`src/rtl/ep2c_pkg.sv`:
```
// Package for the epoch seconds to calendar converter.
// Holds the sequencer state codes, register indexes, time constants and the
// month length table. No dependencies.
package ep2c_pkg;

  // Sequencer states, one-hot.
  typedef enum logic [7:0] {
    S_IDLE  = 8'b0000_0001,
    S_DIVD  = 8'b0000_0010,
    S_HOUR  = 8'b0000_0100,
    S_MINS  = 8'b0000_1000,
    S_WDAY  = 8'b0001_0000,
    S_YEAR  = 8'b0010_0000,
    S_MONTH = 8'b0100_0000,
    S_DONE  = 8'b1000_0000
  } ep2c_state_t;

  // Controls for the year tracker.
  typedef struct packed {
    logic init;
    logic step;
  } ep2c_yctl_t;

  // Configuration register indexes.
  localparam logic [1:0] CFG_ZONE = 2'd0;
  localparam logic [1:0] CFG_DST  = 2'd1;

  localparam logic [16:0] SECS_PER_DAY  = 17'd86400;
  localparam logic [16:0] SECS_PER_HOUR = 17'd3600;
  localparam logic [16:0] SECS_PER_MIN  = 17'd60;
  localparam logic [8:0]  DAYS_PER_YEAR = 9'd365;
  localparam logic [3:0]  LAST_MONTH    = 4'd11;
  localparam logic [3:0]  FEBRUARY      = 4'd1;

  // 1970 as offset from 1900, and its residues mod 4, 100 and 400.
  localparam logic [7:0] YEAR_INIT = 8'd70;
  localparam logic [1:0] M4_INIT   = 2'd2;
  localparam logic [6:0] M100_INIT = 7'd70;
  localparam logic [8:0] M400_INIT = 9'd370;
  localparam logic [6:0] M100_LAST = 7'd99;
  localparam logic [8:0] M400_LAST = 9'd399;

  // Weekday of 1970-01-01 (Thursday).
  localparam logic [3:0] WDAY_BASE = 4'd4;
  localparam logic [3:0] DAYS_PER_WEEK = 4'd7;

  // Length of a month in a common year.
  function automatic logic [4:0] month_len(input logic [3:0] mon);
    logic [4:0] len;
    case (mon)
      4'd1:    len = 5'd28;
      4'd3:    len = 5'd30;
      4'd5:    len = 5'd30;
      4'd8:    len = 5'd30;
      4'd10:   len = 5'd30;
      default: len = 5'd31;
    endcase
    return len;
  endfunction

endpackage

```
`src/rtl/ep2c_sub.sv`:
```
// Shared compare-and-subtract unit of the epoch converter.
// Gives a - b and whether a >= b. Uses nothing from the package.
module ep2c_sub #(
  parameter int W = 18
) (
  input  logic [W-1:0] a,
  input  logic [W-1:0] b,
  output logic [W-1:0] diff,
  output logic         ge
);

  logic borrow;

  assign {borrow, diff} = {1'b0, a} - {1'b0, b};
  assign ge = ~borrow;

endmodule

```
`src/rtl/ep2c_yr.sv`:
```
// Year tracker of the epoch converter: year since 1900 and the Gregorian
// leap flag, kept by residue counters. Depends on ep2c_pkg.
module ep2c_yr (
  input  logic                clk,
  input  ep2c_pkg::ep2c_yctl_t ctl,
  output logic [7:0]          year,
  output logic                leap
);
  import ep2c_pkg::*;

  logic [7:0] yr_r,   yr_nxt;
  logic [1:0] m4_r,   m4_nxt;
  logic [6:0] m100_r, m100_nxt;
  logic [8:0] m400_r, m400_nxt;

  always_comb begin
    yr_nxt   = yr_r;
    m4_nxt   = m4_r;
    m100_nxt = m100_r;
    m400_nxt = m400_r;
    if (ctl.init) begin
      yr_nxt   = YEAR_INIT;
      m4_nxt   = M4_INIT;
      m100_nxt = M100_INIT;
      m400_nxt = M400_INIT;
    end else if (ctl.step) begin
      // The year since 1900 keeps only its low eight bits.
      yr_nxt   = yr_r + 8'd1;
      m4_nxt   = m4_r + 2'd1;
      m100_nxt = (m100_r == M100_LAST) ? 7'd0 : m100_r + 7'd1;
      m400_nxt = (m400_r == M400_LAST) ? 9'd0 : m400_r + 9'd1;
    end
  end

  always_ff @(posedge clk) begin
    yr_r   <= yr_nxt;
    m4_r   <= m4_nxt;
    m100_r <= m100_nxt;
    m400_r <= m400_nxt;
  end

  assign year = yr_r;
  assign leap = (m4_r == 2'd0) && ((m100_r != 7'd0) || (m400_r == 9'd0));

endmodule

```
`src/rtl/epoch_seconds_to_calendar_unit.sv`:
```
// Epoch seconds to calendar time. Each transfer on the input channel carries
// Unix seconds; the block subtracts the configured zone offset (seconds west
// of UTC), adds one hour when daylight time is on, clamps the result to
// 0 .. 2^EPOCH_BITS-1 and delivers one broken-down calendar time per input.
// Each result is produced step by step from its input: EPOCH_BITS steps of
// long division by 86400, 5 and 6 steps to split the seconds of the day into
// hours and minutes, EPOCH_BITS-16 steps to reduce the day count mod 7, one
// step per year elapsed since 1970 and per month index plus one more step
// each that finds the year and the month, and a last step that loads the
// output register once the result channel has room. The arithmetic steps
// share a single compare-and-subtract unit driven by a one-hot sequencer, so
// at 32 bits the slowest input is one in December 2105, as the clamped range
// ends in February 2106. in_stall is high from the cycle after an input
// transfer until the sequencer is back to idle; a finished result waits in
// the output register while the next input is taken. Configuration writes
// are always accepted (cfg_ready is tied high) and must only be made while
// the block is idle; writes to an index beyond the two registers are ignored.
module epoch_seconds_to_calendar_unit #(
  parameter int EPOCH_BITS = 32
) (
  input  logic        clk,
  input  logic        rst_n,
  // Configuration write port.
  input  logic        cfg_valid,
  output logic        cfg_ready,
  input  logic [1:0]  cfg_index,
  input  logic [16:0] cfg_data,
  // Input channel.
  input  logic        in_valid,
  output logic        in_stall,
  input  logic [31:0] in_epoch_time,
  // Result channel.
  output logic        out_valid,
  input  logic        out_stall,
  output logic [5:0]  out_second_of_minute,
  output logic [5:0]  out_minute_of_hour,
  output logic [4:0]  out_hour_of_day,
  output logic [4:0]  out_day_of_month,
  output logic [3:0]  out_month_index,
  output logic [7:0]  out_years_since_1900,
  output logic [2:0]  out_weekday,
  output logic [8:0]  out_day_of_year,
  output logic        out_dst_flag
);
  import ep2c_pkg::*;

  // The day count fits in EPOCH_BITS-16 bits since 86400 exceeds 2^16.
  localparam int DAYS_W = EPOCH_BITS - 16;
  localparam int U_W    = (DAYS_W > 18) ? DAYS_W : 18;
  localparam int ADJ_W  = EPOCH_BITS + 2;
  localparam int CNT_W  = $clog2(EPOCH_BITS + 1);

  // Configuration registers.
  logic signed [16:0] zone_r;
  logic               daylight_r;

  // Sequencer and datapath registers.
  ep2c_state_t           state_r, state_nxt;
  logic [CNT_W-1:0]      cnt_r, cnt_nxt;
  logic [EPOCH_BITS-1:0] t_r, t_nxt;
  logic [16:0]           rem_r, rem_nxt;
  logic [4:0]            hour_r, hour_nxt;
  logic [5:0]            min_r, min_nxt;
  logic [2:0]            w_r, w_nxt;
  logic [3:0]            mon_r, mon_nxt;
  logic [8:0]            yday_r, yday_nxt;
  logic                  dst_r, dst_nxt;

  // Output register.
  logic       out_valid_r, out_valid_nxt;
  logic [5:0] o_sec_r, o_min_r;
  logic [4:0] o_hour_r, o_mday_r;
  logic [3:0] o_mon_r;
  logic [7:0] o_year_r;
  logic [2:0] o_wday_r;
  logic [8:0] o_yday_r;
  logic       o_dst_r;
  logic       out_load;

  // Shared unit and year tracker.
  logic [U_W-1:0] u_a, u_b, u_diff;
  logic           u_ge;
  ep2c_yctl_t     yctl;
  logic [7:0]     year;
  logic           leap;

  // Adjusted and clamped time.
  logic signed [ADJ_W-1:0] adj;
  logic signed [ADJ_W-1:0] adj_max;
  logic [EPOCH_BITS-1:0]   t_sat;

  logic [DAYS_W-1:0] days;
  logic [17:0]       div_part;
  logic [3:0]        wd_part;
  logic [4:0]        mlen;
  logic [3:0]        wsum;
  logic              in_xfer;
  logic              out_xfer;

  assign cfg_ready = 1'b1;
  assign in_stall  = (state_r != S_IDLE);
  assign in_xfer   = in_valid && !in_stall;
  assign out_xfer  = out_valid_r && !out_stall;

  assign days     = t_r[DAYS_W-1:0];
  assign div_part = {rem_r, t_r[EPOCH_BITS-1]};
  assign wd_part  = {w_r, t_r[DAYS_W-1]};
  assign mlen     = month_len(mon_r) + {4'd0, (mon_r == FEBRUARY) && leap};

  // Zone offset and daylight hour are applied in one signed sum; the result
  // is then clamped to the representable range.
  always_comb begin
    adj = $signed(ADJ_W'(in_epoch_time)) - ADJ_W'(zone_r)
        + (daylight_r ? $signed(ADJ_W'(SECS_PER_HOUR)) : $signed(ADJ_W'(0)));
    adj_max = $signed({2'b00, {EPOCH_BITS{1'b1}}});
    if (adj[ADJ_W-1]) begin
      t_sat = '0;
    end else if (adj > adj_max) begin
      t_sat = {EPOCH_BITS{1'b1}};
    end else begin
      t_sat = adj[EPOCH_BITS-1:0];
    end
  end

  // Operand selection for the shared compare-and-subtract unit.
  always_comb begin
    case (state_r)
      S_DIVD: begin
        u_a = U_W'(div_part);
        u_b = U_W'(SECS_PER_DAY);
      end
      S_HOUR: begin
        u_a = U_W'(rem_r);
        u_b = U_W'(SECS_PER_HOUR << cnt_r[2:0]);
      end
      S_MINS: begin
        u_a = U_W'(rem_r);
        u_b = U_W'(SECS_PER_MIN << cnt_r[2:0]);
      end
      S_WDAY: begin
        u_a = U_W'(wd_part);
        u_b = U_W'(DAYS_PER_WEEK);
      end
      S_YEAR: begin
        u_a = U_W'(days);
        u_b = U_W'(DAYS_PER_YEAR) + U_W'(leap);
      end
      S_MONTH: begin
        u_a = U_W'(days);
        u_b = U_W'(mlen);
      end
      default: begin
        u_a = '0;
        u_b = '0;
      end
    endcase
  end

  ep2c_sub #(.W(U_W)) u_sub (
    .a    (u_a),
    .b    (u_b),
    .diff (u_diff),
    .ge   (u_ge)
  );

  ep2c_yr u_yr (
    .clk  (clk),
    .ctl  (yctl),
    .year (year),
    .leap (leap)
  );

  // Sequencer.
  always_comb begin
    state_nxt = state_r;
    cnt_nxt   = cnt_r;
    t_nxt     = t_r;
    rem_nxt   = rem_r;
    hour_nxt  = hour_r;
    min_nxt   = min_r;
    w_nxt     = w_r;
    mon_nxt   = mon_r;
    yday_nxt  = yday_r;
    dst_nxt   = dst_r;
    yctl      = '0;
    out_load  = 1'b0;
    case (state_r)
      S_IDLE: begin
        if (in_xfer) begin
          t_nxt     = t_sat;
          rem_nxt   = '0;
          w_nxt     = '0;
          dst_nxt   = daylight_r;
          cnt_nxt   = CNT_W'(EPOCH_BITS - 1);
          yctl.init = 1'b1;
          state_nxt = S_DIVD;
        end
      end
      S_DIVD: begin
        // Restoring division by 86400: quotient bits shift into t_r.
        rem_nxt = u_ge ? u_diff[16:0] : div_part[16:0];
        t_nxt   = {t_r[EPOCH_BITS-2:0], u_ge};
        if (cnt_r == '0) begin
          cnt_nxt   = CNT_W'(4);
          state_nxt = S_HOUR;
        end else begin
          cnt_nxt = cnt_r - CNT_W'(1);
        end
      end
      S_HOUR: begin
        if (u_ge) begin
          rem_nxt = u_diff[16:0];
        end
        hour_nxt = {hour_r[3:0], u_ge};
        if (cnt_r == '0) begin
          cnt_nxt   = CNT_W'(5);
          state_nxt = S_MINS;
        end else begin
          cnt_nxt = cnt_r - CNT_W'(1);
        end
      end
      S_MINS: begin
        if (u_ge) begin
          rem_nxt = u_diff[16:0];
        end
        min_nxt = {min_r[4:0], u_ge};
        if (cnt_r == '0) begin
          cnt_nxt   = CNT_W'(DAYS_W - 1);
          state_nxt = S_WDAY;
        end else begin
          cnt_nxt = cnt_r - CNT_W'(1);
        end
      end
      S_WDAY: begin
        // Day count mod 7, scanning the day count msb first while rotating
        // it so it is back in place when the scan ends.
        w_nxt = u_ge ? u_diff[2:0] : wd_part[2:0];
        t_nxt[DAYS_W-1:0] = {days[DAYS_W-2:0], days[DAYS_W-1]};
        if (cnt_r == '0) begin
          state_nxt = S_YEAR;
        end else begin
          cnt_nxt = cnt_r - CNT_W'(1);
        end
      end
      S_YEAR: begin
        if (u_ge) begin
          t_nxt[DAYS_W-1:0] = u_diff[DAYS_W-1:0];
          yctl.step = 1'b1;
        end else begin
          yday_nxt  = days[8:0];
          mon_nxt   = '0;
          state_nxt = S_MONTH;
        end
      end
      S_MONTH: begin
        if (u_ge && (mon_r != LAST_MONTH)) begin
          t_nxt[DAYS_W-1:0] = u_diff[DAYS_W-1:0];
          mon_nxt = mon_r + 4'd1;
        end else begin
          state_nxt = S_DONE;
        end
      end
      S_DONE: begin
        if (!out_valid_r || out_xfer) begin
          out_load  = 1'b1;
          state_nxt = S_IDLE;
        end
      end
      default: begin
        state_nxt = S_IDLE;
      end
    endcase
  end

  assign wsum = {1'b0, w_r} + WDAY_BASE;
  assign out_valid_nxt = out_load || (out_valid_r && out_stall);

  always_ff @(posedge clk) begin
    if (!rst_n) begin
      state_r     <= S_IDLE;
      out_valid_r <= 1'b0;
      zone_r      <= '0;
      daylight_r  <= 1'b0;
    end else begin
      state_r     <= state_nxt;
      out_valid_r <= out_valid_nxt;
      if (cfg_valid && cfg_ready) begin
        case (cfg_index)
          CFG_ZONE: zone_r     <= $signed(cfg_data);
          CFG_DST:  daylight_r <= cfg_data[0];
          default: begin
          end
        endcase
      end
    end
  end

  always_ff @(posedge clk) begin
    cnt_r  <= cnt_nxt;
    t_r    <= t_nxt;
    rem_r  <= rem_nxt;
    hour_r <= hour_nxt;
    min_r  <= min_nxt;
    w_r    <= w_nxt;
    mon_r  <= mon_nxt;
    yday_r <= yday_nxt;
    dst_r  <= dst_nxt;
    if (out_load) begin
      o_sec_r  <= rem_r[5:0];
      o_min_r  <= min_r;
      o_hour_r <= hour_r;
      o_mday_r <= days[4:0] + 5'd1;
      o_mon_r  <= mon_r;
      o_year_r <= year;
      o_wday_r <= (wsum >= DAYS_PER_WEEK) ? 3'(wsum - DAYS_PER_WEEK) : wsum[2:0];
      o_yday_r <= yday_r;
      o_dst_r  <= dst_r;
    end
  end

  assign out_valid            = out_valid_r;
  assign out_second_of_minute = o_sec_r;
  assign out_minute_of_hour   = o_min_r;
  assign out_hour_of_day      = o_hour_r;
  assign out_day_of_month     = o_mday_r;
  assign out_month_index      = o_mon_r;
  assign out_years_since_1900 = o_year_r;
  assign out_weekday          = o_wday_r;
  assign out_day_of_year      = o_yday_r;
  assign out_dst_flag         = o_dst_r;

  // A new result only appears after the sequencer has finished an item.
  a_rise_from_done: assert property (@(posedge clk) disable iff (!rst_n)
    $rose(out_valid_r) |-> $past(state_r) == S_DONE)
    else $error("result appeared without a finished item");

  // An accepted item always starts the day division.
  a_accept_starts: assert property (@(posedge clk) disable iff (!rst_n)
    in_xfer |=> state_r == S_DIVD)
    else $error("accepted item did not start the division");

  // Delivered time of day is within range.
  a_time_range: assert property (@(posedge clk) disable iff (!rst_n)
    out_valid_r |-> (o_sec_r < 6'd60) && (o_min_r < 6'd60) && (o_hour_r < 5'd24))
    else $error("time of day out of range");

  // Delivered date fields are within range.
  a_date_range: assert property (@(posedge clk) disable iff (!rst_n)
    out_valid_r |-> (o_mon_r <= LAST_MONTH) && (o_mday_r != 5'd0)
                 && (o_wday_r < 3'd7) && (o_yday_r <= 9'd365))
    else $error("date out of range");

endmodule

```
`config.mk`:
```
export PLATFORM = sky130hd
export DESIGN_NAME = epoch_seconds_to_calendar_unit
export DESIGN_NICKNAME = d
export VERILOG_FILES = /design/src/rtl/ep2c_pkg.sv /design/src/rtl/ep2c_sub.sv /design/src/rtl/ep2c_yr.sv /design/src/rtl/epoch_seconds_to_calendar_unit.sv
export SDC_FILE = /design/constraint.sdc
export NUM_CORES = 1
export LEC_CHECK = 0
export ABC_AREA = 1
export BUFFER_PORTS_ARGS = -buffer_cell sky130_fd_sc_hd__buf_2
export CELL_PAD_IN_SITES_DETAIL_PLACEMENT = 0
export CELL_PAD_IN_SITES_GLOBAL_PLACEMENT = 1
export CORE_MARGIN = 2
export CORE_UTILIZATION = 40
export DETAILED_ROUTE_END_ITERATION = 8
export HOLD_SLACK_MARGIN = 0.02
export PLACE_DENSITY_LB_ADDON = 0.3
export SETUP_SLACK_MARGIN = 0.5
export SYNTH_ARGS = -nofsm -noshare
export SYNTH_HDL_FRONTEND = slang
export SYNTH_SLANG_ARGS = --single-unit
```
`constraint.sdc`:
```
create_clock -name clk -period 5 [get_ports clk]
set_input_delay 0.25 -clock clk [delete_from_list [all_inputs] [get_ports clk]]
set_output_delay 0.25 -clock clk [all_outputs]
set_load 0.01 [all_outputs]
```
Yosys cells after proc, flatten, opt, wreduce, memory -nomap -nowiden
Index checks and enable logic that the tools add are counted.

storage, ports and cells
  register bits after elaboration = 183
  input bits = 56
  output and inout port bits = 50
  logic and storage cells = 158

operators by class
  add/sub/neg operators = 14
  order comparisons = 2
  eq/ne operators = 30
  shifts and indexed selects = 2
  mux-type cells = 45
  bitwise operators = 1
  reduce and logical (&&, ||, !) cells = 37

operators by type and width
  operator                                                                 number
  18-bit case mux with 6 select lines                                      1
  32-bit 2-to-1 mux                                                        3
  16-bit case mux with 5 select lines                                      1
  18-bit case mux with 4 select lines                                      1
  8-bit 2-to-1 mux                                                         8
  8-bit case mux with 8 select lines                                       1
  17-bit 2-to-1 mux                                                        3
  17-bit case mux with 3 select lines                                      1
  34-bit by 13-bit adder with 34-bit output                                1
  34-bit by 33-bit > comparator with 1-bit output (second input constant)  1
  33-bit by 17-bit subtractor with 34-bit output                           1
  16-bit 2-to-1 mux                                                        2
  16-bit case mux with 2 select lines                                      1
  6-bit 2-to-1 mux                                                         5
  6-bit case mux with 5 select lines                                       1
  2-bit != test (second input constant)                                    11
  18-bit by 18-bit subtractor with 19-bit output                           1
  12-bit by 3-bit << shifter with 18-bit output (first input constant)     1
  6-bit by 3-bit << shifter with 18-bit output (first input constant)      1
  12-bit 2-to-1 mux                                                        1
  2-bit AND reduction                                                      6
  9-bit by 1-bit adder with 10-bit output (first input constant)           1
  5-bit nonzero test                                                       2
  9-bit by 1-bit adder with 9-bit output (second input constant)           1
  other kinds (51)                                                         75

Logic depth before layout (Yosys ltp)
Gate-level depths: netlist of run 1.

  depth in word-level cells = 11
  mapped depth = 25
  gate-level depth less buffers = 24

Modules after synthesis
A second synthesis of run 1 with hierarchy kept.

unflattened totals
  cells, all modules = 1,632
  area total of the unflattened synthesis = 12,468.2 µm²

by module, submodules not included
  module                          instances  cells an instance  area each (µm²)  seq. area each (µm²)
  epoch_seconds_to_calendar_unit  1          1,245              10,015.9         4,444.3
  ep2c_yr                         1          187                1,378.8          520.5
  ep2c_sub                        1          200                1,073.5          0.0

Worst setup path before layout of run 1
No wires, ideal clock.

  kind = register to register
  start point = register state_r[5]
  end point = register t_r[0] (enable)
  setup time = 0.388 ns
  data arrival time = 3.582 ns
  required time = 4.612 ns
  setup slack = 1.029 ns
  stages on the path, launching flop included = 20
  path buffers = 2
  clock period less this slack = 3.971 ns
  path through = dfxtp_1 -> inv_1 -> nand2_1 -> nor2_4 -> nand3_1 -> inv_1 -> nor2_2 -> buf_2 -> nor2_1 -> a22oi_1 -> ha_1 -> nand2_1 -> inv_1 -> nand2_1 -> nor2_2 -> nand3_2 -> nand3_4 -> buf_2 -> nor2_1 -> nor2_1

on the way
  word-level cells in the longest chain between the ends = 8
  elaborated cells on any way between the ends = 22
  classes of those cells = add/sub: 1; eq/ne: 11; mux: 2; bitwise: 1; reduce/logical: 7

RTL lines
  what                                                                          line                                                                          source
  from (decl)                                                                   epoch_seconds_to_calendar_unit.sv:58                                          ep2c_state_t state_r, state_nxt;
  from (signal assigned)                                                        epoch_seconds_to_calendar_unit.sv:285                                         state_r <= state_nxt;
  8-bit by 7-bit equality test with 1-bit output, or another cell as far along  epoch_seconds_to_calendar_unit.sv:127, epoch_seconds_to_calendar_unit.sv:187
  2-bit OR reduction (no line)                                                  n/a
  18-bit case mux with 4 select lines                                           epoch_seconds_to_calendar_unit.sv:127                                         case (state_r)
  18-bit by 18-bit subtractor with 19-bit output                                ep2c_sub.sv:14                                                                assign {borrow, diff} = {1'b0, a} - {1'b0, b};
  1-bit inverter                                                                ep2c_sub.sv:15                                                                assign ge = ~borrow;
  1-bit logical AND                                                             epoch_seconds_to_calendar_unit.sv:256                                         if (u_ge && (mon_r != LAST_MONTH)) begin
  2-bit != test (no line)                                                       n/a
  4-bit AND reduction (no line) (*)                                             n/a
  to (signal assigned)                                                          epoch_seconds_to_calendar_unit.sv:300                                         t_r <= t_nxt;
  to (decl)                                                                     epoch_seconds_to_calendar_unit.sv:60                                          logic [EPOCH_BITS-1:0] t_r, t_nxt;

Mark *: on every way between the ends. The rest lies on a longest branch, timed or not.
A chain may end at the register's enable or synchronous reset.

Final worst setup path of run 1
  start point = register state_r[5]
  end point = register t_r[5] (enable)

Same word-level chain as after synthesis.

==> impl_results.md, run 1 <==
- #FFs+latches synth: 183
- Commonest cells post-synth: 488 x nand2_1, 220 x inv_1, 130 x edfxtp_1
- Final net count: between 1500 and 2000
- Power Dens Cells: around 570 mW/mm2
- CP top delay family: simple AND/OR/NAND/NOR gates
- Vias per cell: 5.03
- Min-Delay Path Depth: 3
- Most frequent CP cell: nand2_1
- Run status: completed
- Avg Cell Area, Syn: approximately 8 um2
- Ys flop type: edfxtp_1
- Top-count cell post-synth: nand2_1
- Critical Path Slowest Stage Cell: ha_1
- Vias: 10600
- Asr flop ratio synth: 0%
- Yosys cell types: 61
- Crit path from: state_r[5]$_SDFFE_PN0P_
- Number of global-route vias before repair: 10200
- Syn Nets: 1736
- Post-synth EDFFs: 130
- CTS root buffer: clkbuf_16
- Post-route ant nets: 0
- Die Area: 0.0324 mm2
- Synthesized area: 0.0124 mm2
- Fin crit share: between 80% and 90%
- Hold/Removal Path Class: in2reg
- Core ar.: around 0.03 mm2
- Storage cell area: 0.00496 mm2
- Chip height: 180 um
- CTS tree: built
- RR Startpoint: state_r[5]$_SDFFE_PN0P_
- Non-Filler Instances: 2097
- First-pass GRT wire length: ~53 mm
- Chain of cells forming the critical path: inv_1 -> nand2_1 -> nor2_4 -> nand3_4 -> inv_4 -> nor2_2 -> buf_4 -> nor2_1 -> a22oi_1 -> ha_1 -> nand2_1 -> inv_1 -> nand2_1 -> nor2_2 -> nand2_1 -> nand3_4 -> buf_12 -> nand2_1 -> nand2_1 -> o21ai_0 -> nor2_1 -> buf_4
- Critical Path AT: 4.22 ns
- Worst hold endpoint: zone_r[10]$_SDFFE_PN0P_
- Sum Neg Setup Slack: 0 ns
- WP buf/inv: 6
- Hold path start: cfg_data[10]
- Clock-pin transition on the worst setup and hold timing paths: 0.08 ns
- Register area share after synthesis: 40.1%
- WL/cell: between 15 and 20 um
- Setup violators final: 0
- RSZ-0062 raised after global routing: false
- Die X-Extent: 180 um
- Startpoint Class: register
- GR Util All Layers: 20.2%
- CTS buffer count: 17
- Initial antenna violation count: 0
- Clk_skew: 0.0114 ns
- Max transition margin: 47.8%
- Initial Utilization: about two fifths
- Critical Path Max Stage Delay: 0.39 ns
- Remaining global-route overflow: 0
- Footprint of the multi-input gates: about 0.0064 mm2
- Clock Tree Buf Depth: 2
- Post-Synthesis Cells: 1581
- DP Cell Count: between 2000 and 2500
- Ranking of synthesized cells by area: edfxtp_1 32%, nand2_1 15%, ha_1 9.4%
- Post-route minimum period: around 4.1 ns
- R2r setup slk: 0.90 ns
- Critical path peak fanout: 21
- WP data required: 5.13 ns
- Peak supply drop: 0.344 mV
- Max-slew violations: 0
- DR pass1 iterations: 6
- Largest area contributor in the netlist: edfxtp_1
- DPL Wire Length: 25.4 mm
- RD Place Congestion: 0.895
- Clock Sinks: 183
- Layout area overhead: 13.0%
- H-tree depth: 4
- Crit Path Category: reg2reg
- Area share of the leading cell type in the synthesized netlist: 31.5%
- DRC: 0
- 1st-iter DRT viols: 548
- Max cap viols: 0
- F_max: 0.244 GHz
- Final hold vios: 0
- Ant. Diodes: 0
- Worst-Margin Slew: 0.783 ns
- Worst r2r dst: t_r[5]$_DFFE_PP_
- # IOs: 106
- Fillers: 3118
- Port Buffer Count: 104
- Share of cells above drive strength 1: around 13%
- Worst setup EP type: register
- Final wirelength: 32.4 mm
- Placement Rows: 64
- Syn. warnings: 0
- Worst R2R Path Depth: 22
- Critical path depth: 22
- Largest net degree at the start of global routing: 48
- LEAKAGE: 6.54 nW
- Worst-skew pair later-pin latency: 0.45 ns
==> per-stage QoR <==
step	total power [mW]	hold slack (ns)	util, %	area, um2	setup slack, ns
detailed placement	6.35	0.407	43.6	13300	0.632
CTS	7.80	0.0248	45.6	13900	0.611
finish	8.02	0.0469	45.9	14000	0.905
floorplan	5.15	0.385	-	12400	1.03
global route	8.59	0.0578	45.9	14000	0.609
global placement	6.35	0.406	43.6	13300	0.778
==> power breakdown <==
group | switching [mW] | internal [mW] | total (mW)
logic | 2.82 | 1.42 | 4.24
registers | 0.225 | 2.13 | 2.35
clock network | 0.624 | 0.802 | 1.43
total | 3.67 | 4.35 | 8.02
==> kinds of logic (layout without fill, tap and decap cells) <==
family                   Yosys count  in the layout  synth area share, %
multiplexers                       1              1               0.0910
flip-flops                       183            183                 40.1
AND/OR/NAND/NOR                  753            754                 26.4
XOR/XNOR                          44             44                 3.11
adder cells (fa/ha/maj)           99             99                 10.4
AO/OA/AOI/OAI                    235            235                 11.1
other                              1              1               0.0303
buffers and inverters            265            384                 8.76
==> state kept, by name, summed over array words and instances (netlist names), 9 cells and up <==
| name | count |
|---|---|
| zone_r | 17 |
| out_day_of_year | 9 |
| u_yr.m400_r | 9 |
| yday_r | 9 |
| rem_r | 17 |
| t_r | 32 |
==> cell type report <==
| type | count | area share (%) |
|---|---|---|
| timing repair buffer | 119 | 4.72 |
| multi-input combinational | 1134 | 45.5 |
| sequential | 183 | 35.5 |
| inverter | 233 | 6.39 |
| tap | 396 | 3.54 |
| clock inverter | 14 | 1.34 |
| clock buffer | 18 | 3.07 |
==> cell usage in the layout, fill, tap and decap left out, drive strengths merged, types with 2 or more instances in the layout <==
master and n:
nor3b 5, nand3 70, clkinv 5, buf 118, bufinv 3, nor4 2
a31oi 2, o221ai 5, dfxtp 53, o21bai 11, o2111ai 2, or2 3
clkbuf 18, nand2 502, nor3 19, o22ai 16, xnor2 24, a21o 2
inv 238, nand4 11, nand3b 15, nor2 125, ha 93, o21ai 79
and2 2, edfxtp 130, o211ai 16, a21oi 92, xor2 20, fa 6
==> routing by layer <==
metal / track usage, % / vias to the layer above / share of wire (%)
met5: 0 / - / 0
met4: 6.11 / 0 / 2.2
met3: 2.47 / 43 / 3.5
met2: 36.2 / 267 / 50
met1: 25.5 / 4844 / 45
li1: - / 5402 / -
==> worst min-delay path, stage by stage <==
cell	delay, ns
buf_2	0.08
nor2_1	0.04
nor2_1	0.09
==> repair_timing <==
item,in CTS,in global routing
hold buffers,1,0
endpoints found under the hold margin,1,0
buffers inserted,0,3
resized for setup,0,9
endpoints found under the setup margin,0,63
==> how the worst max path moves through the flow <==
stage	to	slack (ns)
final	t_r[5]$_DFFE_PP_	0.90
after global routing	rem_r[14]$_DFFE_PP_	0.61
after CTS	rem_r[14]$_DFFE_PP_	0.61
after detailed placement	rem_r[14]$_DFFE_PP_	0.63
after global placement	rem_r[16]$_DFFE_PP_	0.78
after floorplan	t_r[0]$_DFFE_PP_	1.03
Power figures use the tool's default switching activity.
==> run 2: changes to the inputs <==
Clock period 5 ns to 4.2 ns, I/O delays scaled along.
==> run 2 against run 1 <==
Utilization increased by 1.3 points. Sequential power increased by 20%. Final cell count increased by 1.6%. Die area unchanged. Register-to-register slack worse by 0.26 ns. Count of clock-buffer cells in the layout is the same. Maximum frequency rose by 15%. Critical path depth unchanged. Clock skew rose by 0.0057 ns.
==> impl_results.md, run 2 (synthesized netlist as in run 1, its figures left out) <==
- Post-route minimum period: 3.55 ns
- Share of cells above drive strength 1: between 15 and 20%
- Die X-Extent: 180 um
- Post-route ant nets: 0
- Switching pwr: 4.42 mW
- Worst-skew pair later-pin latency: 0.44 ns
- RSZ-0062 raised after global routing: true
- DR pass1 iterations: 5
- WL/cell: roughly 16 um
- Combinational share of power: a little over half
- LEAKAGE: 6.68 nW
- DPL Wire Length: 26.1 mm
- Clk_skew: 0.0171 ns
- Most frequent cells in the layout: 486 x nand2_1, 216 x inv_1, 130 x edfxtp_1
- Max transition margin: 46.1%
- Max reg flops: 32
- Initial Utilization: about two fifths
- Run status: completed
- RD Place Congestion: 0.976
- Critical path peak fanout: 23
- Final net count: 1876
- Max cap viols: 0
- # IOs: 106
- Number of global-route vias before repair: ~11000
- Regs by FF count: t_r (32), rem_r (17), zone_r (17)
- F_max: 0.281 GHz
- CTS buffer count: 17
- Most common cell after layout, fill and taps aside: nand2_1
- Power Dens Cells: 660 mW/mm2
- Placement Rows: 64
- Hold/Removal Path Class: in2reg
- Final hold vios: 0
- Fin area: 0.0144 mm2
- H-tree depth: 4
- First-pass GRT wire length: between 50 and 60 mm
- CTS root buffer: clkbuf_16
- Max-slew violations: 0
- Biggest register: t_r
- Clock Sinks: 183
- Fin crit share: 84.6%
- Worst-Margin Slew: 0.808 ns
- Vias per cell: 5.10
- Largest net degree at the start of global routing: 33
- Setup violators final: 0
- Vias: 10900
- DRC: 0
- Chip height: between 150 and 200 um
- Sum Neg Setup Slack: 0 ns
- Sw Ratio: 46.6%
- Peak supply drop: just over 0.4 mV
- Worst setup EP type: register
- Startpoint Class: register
- Final wirelength: 33.8 mm
- Clock-pin transition on the worst setup and hold timing paths: 0.08 ns
- Port Buffer Count: between 100 and 150
- Power, Total: 9.49 mW
- GR Util All Layers: 20.8%
- Initial antenna violation count: 0
- Remaining global-route overflow: 0
- CTS tree: built
- Crit Path Category: reg2reg
- Placed cell area: 0.0134 mm2
- Clock power share: around 17%
- Layout area overhead: 16.2%
- Die Area: 0.0324 mm2
- Clock Tree Buf Depth: 2
- 1st-iter DRT viols: about 760
- WP data required: 4.56 ns
- Pint: ~5.1 mW
- Sequential share of power: between 20% and 30%
- Ant. Diodes: 0
- Core ar.: 0.0305 mm2
- Critical Path AT: 3.91 ns
[run 2: cell count changes in the layout (fill, tap and decap cells not counted), sizes merged]
cell | previous run | this run
dlygate4sd3 | 1 | 3
bufinv | 3 | 0
nand3 | 70 | 69
buf | 118 | 148
clkinvlp | 1 | 6
[run 2: power groups by stage]
| stage | Sequential, mW | Combinational, mW | Clock (mW) |
|---|---|---|---|
| 2_1_floorplan | 2.73 | 3.40 | 0 |
| 6_report | 2.82 | 5.09 | 1.58 |
| 3_5_place_dp | 2.85 | 4.70 | 0 |
| 3_3_place_gp | 2.84 | 4.70 | 0 |
| 5_1_grt | 2.86 | 5.64 | 1.68 |
| 4_1_cts | 2.81 | 4.84 | 1.61 |
[run 2: repair_timing]
action | 4_1_cts | 5_1_grt
hold buffers | 3 | 0
endpoints found under the hold margin | 3 | 0
pin swaps | 1 | 5
setup buffers | 3 | 12
resized for setup | 13 | 36
cloned | 0 | 2
endpoints found under the setup margin | 96 | 124
[run 2: metal layers]
metal / up-vias / track usage, % / share of wire [%]
met1: 4995 / 26.4 / 43
met2: 314 / 36.3 / 49
met4: 0 / 7.67 / 3.0
met5: - / 0 / 0
met3: 69 / 2.59 / 4.5
li1: 5475 / - / -
[run 2: worst max-delay path: stages, from the launching register on]
cell,delay (ns)
dfxtp_2,0.36
inv_1,0.08
nand2_2,0.10
nor2_4,0.07
nand3_4,0.11
inv_4,0.07
nor2_4,0.31
inv_8,0.12
buf_4,0.16
nand2_1,0.05
nand3_1,0.09
ha_1,0.36
nand2_1,0.11
nor2_2,0.14
and2_1,0.19
nand3_2,0.09
nand3_4,0.12
buf_8,0.16
buf_4,0.18
nand2_8,0.10
buf_12,0.17
o21ai_0,0.13
nor3b_1,0.19
[run 2: per-stage QoR]
stage                     hold WS (ns)  worst slack, ns  std cells  util (%)
final                           0.0523            0.647       2130      47.1
after global routing            0.0658            0.435       2130      47.1
after CTS                       0.0426            0.477       2116      46.3
after global placement           0.404            0.250       2078      44.1
after detailed placement         0.405            0.108       2078      44.1
after floorplan                  0.345            0.547       1581         -
[run 2: final timing paths]
path / to / slack (ns) / cells past startpoint / from
worst min register to register: out_dst_flag$_DFFE_PP_ / 0.42 / 0 / dst_r$_DFFE_PP_
worst max-delay path: u_yr.year[7]$_SDFFE_PP0N_ / 0.65 / 22 / state_r[4]$_SDFFE_PN0P_
worst min-delay path: zone_r[13]$_SDFFE_PN0P_ / 0.05 / 3 / cfg_data[13]
worst max register to register: u_yr.year[7]$_SDFFE_PP0N_ / 0.65 / 22 / state_r[4]$_SDFFE_PN0P_
[run 2: final cells by class]
class | count | area [um2]
fill | 3058 | 16100
multi-input combinational | 1133 | 6490
sequential | 183 | 4970
timing repair buffer | 151 | 930
inverter | 233 | 915
tap | 396 | 495
clock buffer | 18 | 429
clock inverter | 14 | 134
timing repair inverter | 2 | 16.3
==> run 3: changes to the inputs <==
Settings changed: ABC_AREA 1 to 0.
Clock period 4.2 ns to 3.15 ns, I/O delays scaled along.
==> run 3 against run 2 <==
The flow now finishes with violations (setup timing). Worst setup slack lost 1.7 ns. Sequential cell count is the same. Largest cell class unchanged. Global-route usage barely moved.
==> impl_results.md, run 3 <==
- Hold/Removal Path Class: in2reg
- Largest net degree at the start of global routing: 47
- Compound-Gate Fraction of Synth Area: 19.3%
- Clk_skew: 0.0278 ns
- Synthesized area: 0.0112 mm2
- 1st-iter DRT viols: 645
- Fin crit share: 135%
- RD Place Congestion: 0.904
- Critical Path AT: ~4.4 ns
- Clock Tree Buf Depth: 2
- Syn. warnings: 0
- Mux share of post-synthesis cell area: 0.639%
- Max-slew violations: 0
- WP buf/inv: 4
- Chip height: 171 um
- Clock-pin transition on the worst setup and hold timing paths: 0.08 ns
- Critical path peak fanout: 4
- # IOs: 106
- Power Dens Cells: 727 mW/mm2
- #FFs+latches synth: 183
- Adder-cell share of the synthesized area: 11.5%
- DPL Wire Length: 22.8 mm
- DR pass1 iterations: 5
- GR Util All Layers: 20.8%
- First-pass GRT wire length: 48.2 mm
- Regs by FF count: t_r (32), rem_r (17), zone_r (17)
- LEAKAGE: 6.78 nW
- Failing checks: setup timing
- Die X-Extent: roughly 170 um
- Max reg flops: 32
- Worst-Margin Slew: 0.894 ns
- Fin area: 0.0159 mm2
- Max transition margin: about two fifths
- WL/cell: roughly 16 um
- Most frequent CP cell: buf_4
- Largest family of logic cells by synthesized area: compound AO/OA/AOI/OAI gates
- CTS buffer count: 17
- Core ar.: 0.0276 mm2
- Syn Nets: 1294
- Max cap viols: 0
- Remaining global-route overflow: 0
- Layout area overhead: 42.8%
- Startpoint Class: register
- CTS tree: built
- DRC: 0
- Dpl ws: -1.08 ns
- XOR/XNOR Fraction of Synth Area: 5.09%
- Register area share after synthesis: between 40% and 50%
- Run status: finished with violations
- Asr flop ratio synth: 0%
- Placed cell area: 0.0144 mm2
- CTS root buffer: clkbuf_16
- Vias per cell: about 5.2
- Final hold vios: 0
- Critical Path Slowest Stage Cell: or4_4
- Top-count cell post-synth: edfxtp_1
- Setup violators final: ~130
- Vias: 10000
- Post-Synthesis Cells: roughly 1100
- Port Buffer Count: 104
- Area share of the leading cell type in the synthesized netlist: a little over a third
- H-tree depth: 4
- Most frequent cells in the layout: 273 x buf_4, 130 x edfxtp_1, 113 x nand2_1
- Avg Cell Area, Syn: 9.79 um2
- Clock Sinks: about 180
- Post-synth EDFFs: 130
- Ant. Diodes: 0
- Non-Filler Instances: 1931
- Initial antenna violation count: 0
- Most common cell after layout, fill and taps aside: buf_4
- DP Cell Count: ~1900
- CP top delay family: compound AO/OA/AOI/OAI gates
- Power, Total: 11.6 mW
- Post-Synth Simple-Gate Area: about 15%
- Largest area contributor in the netlist: edfxtp_1
- Post-route minimum period: between 4 and 5 ns
- Worst-skew pair later-pin latency: 0.45 ns
- Peak supply drop: 0.424 mV
- Util after Layout: between 50% and 60%
- Final wirelength: 30.2 mm
- Crit Path Category: reg2reg
- Number of global-route vias before repair: between 9000 and 10000
- Final net count: 1695
- Die Area: 0.0292 mm2
- WP data required: 3.34 ns
- RSZ-0062 raised after global routing: true
- Worst setup EP type: register
- Ranking of synthesized cells by area: edfxtp_1 35%, ha_1 10%, dfxtp_1 9.5%
- Ys flop type: edfxtp_1
- Sum Neg Setup Slack: -116.02 ns
- Worst hold slack: 0.0591 ns
- Yosys cell types: 74
- PnR worst setup slack: -1.09 ns
- Biggest register: t_r
- Critical Path Max Stage Delay: 0.54 ns
- Commonest cells post-synth: 130 x edfxtp_1, 120 x nand2_1, 96 x nor2_1
- Chain of cells forming the critical path: or4_4 -> or3_4 -> nor3b_4 -> buf_4 -> a22o_1 -> a221o_1 -> ha_1 -> buf_4 -> buf_6 -> a21o_1 -> a211oi_2 -> o21bai_1 -> a21oi_2 -> buf_4 -> o311a_4 -> o2bb2ai_2 -> xnor2_1 -> a221o_1
- Share of cells above drive strength 1: 35.9%
- F_max: 0.236 GHz
- Placement Rows: 61
- Post-route ant nets: 0
- Initial Utilization: 40.4%
==> run 3: cell types whose count changed after synthesis, sizes merged, moves of 22 or more <==
cell | previous run | this run
nand2 | 502 | 120
clkbuf | 10 | 32
a21oi | 92 | 69
inv | 232 | 77
nor2 | 125 | 96
nand3 | 69 | 31
==> run 3: timing repair <==
action / 4_1_cts / 5_1_grt
gates resized for setup: 70 / 30
cloned: 3 / 1
endpoints found under the setup margin: 134 / 141
pin swaps: 35 / 22
hold buffers: 18 / 0
setup buffers: 19 / 8
hold endpoints to repair: 18 / 0
==> run 3: path summary, 6_finish.rpt <==
| check | from | to | slack (ns) | cells after the start |
|---|---|---|---|---|
| worst max-delay path | state_r[4]$_SDFFE_PN0P_ | t_r[15]$_DFFE_PP_ | -1.09 | 18 |
| worst min-delay path | out_stall | out_dst_flag$_DFFE_PP_ | 0.06 | 2 |
| worst max register to register | state_r[4]$_SDFFE_PN0P_ | t_r[15]$_DFFE_PP_ | -1.09 | 18 |
| worst min register to register | dst_r$_DFFE_PP_ | out_dst_flag$_DFFE_PP_ | 0.42 | 0 |
==> run 3: final cells by class <==
type                       count  area (um2)
fill                        2452       11700
multi-input combinational    834        6360
sequential                   183        4970
timing repair buffer         426        3220
tap                          378         473
clock buffer                  18         429
inverter                      78         299
clock inverter                14         178
==> run 3: logic make-up (layout without fill, tap and decap cells) <==
| kind of cell | after synthesis | in the layout |
|---|---|---|
| simple gates | 355 | 355 |
| compound gates | 308 | 308 |
| flops | 183 | 183 |
| buf+inv | 122 | 536 |
| fa+ha+maj | 99 | 99 |
| xor+xnor | 64 | 64 |
| mux | 7 | 7 |
| other cells | 1 | 1 |
==> run 3: power breakdown <==
| part | switching, mW | internal, mW | leakage, nW |
|---|---|---|---|
| clock network | 1.08 | 1.15 | 0.294 |
| registers | 0.218 | 3.11 | 1.64 |
| logic | 2.99 | 3.04 | 4.85 |
==> run 3: worst reg2reg max path, cell delays in order (launching register included) <==
cell,delay (ns)
dfxtp_2,0.32
or4_4,0.54
or3_4,0.36
nor3b_4,0.26
buf_4,0.17
a22o_1,0.14
a221o_1,0.12
ha_1,0.25
buf_4,0.15
buf_6,0.11
a21o_1,0.20
a211oi_2,0.19
o21bai_1,0.11
a21oi_2,0.17
buf_4,0.14
o311a_4,0.21
o2bb2ai_2,0.11
xnor2_1,0.10
a221o_1,0.33
==> run 3: metal layers <==
metal  track usage (%)  share of wire (%)  up-vias
met5                 0                  0        -
met4              5.82                1.8        0
met3              3.33                5.1       44
met2              35.5                 48      285
met1              27.4                 45     4725
li1                  -                  -     4974
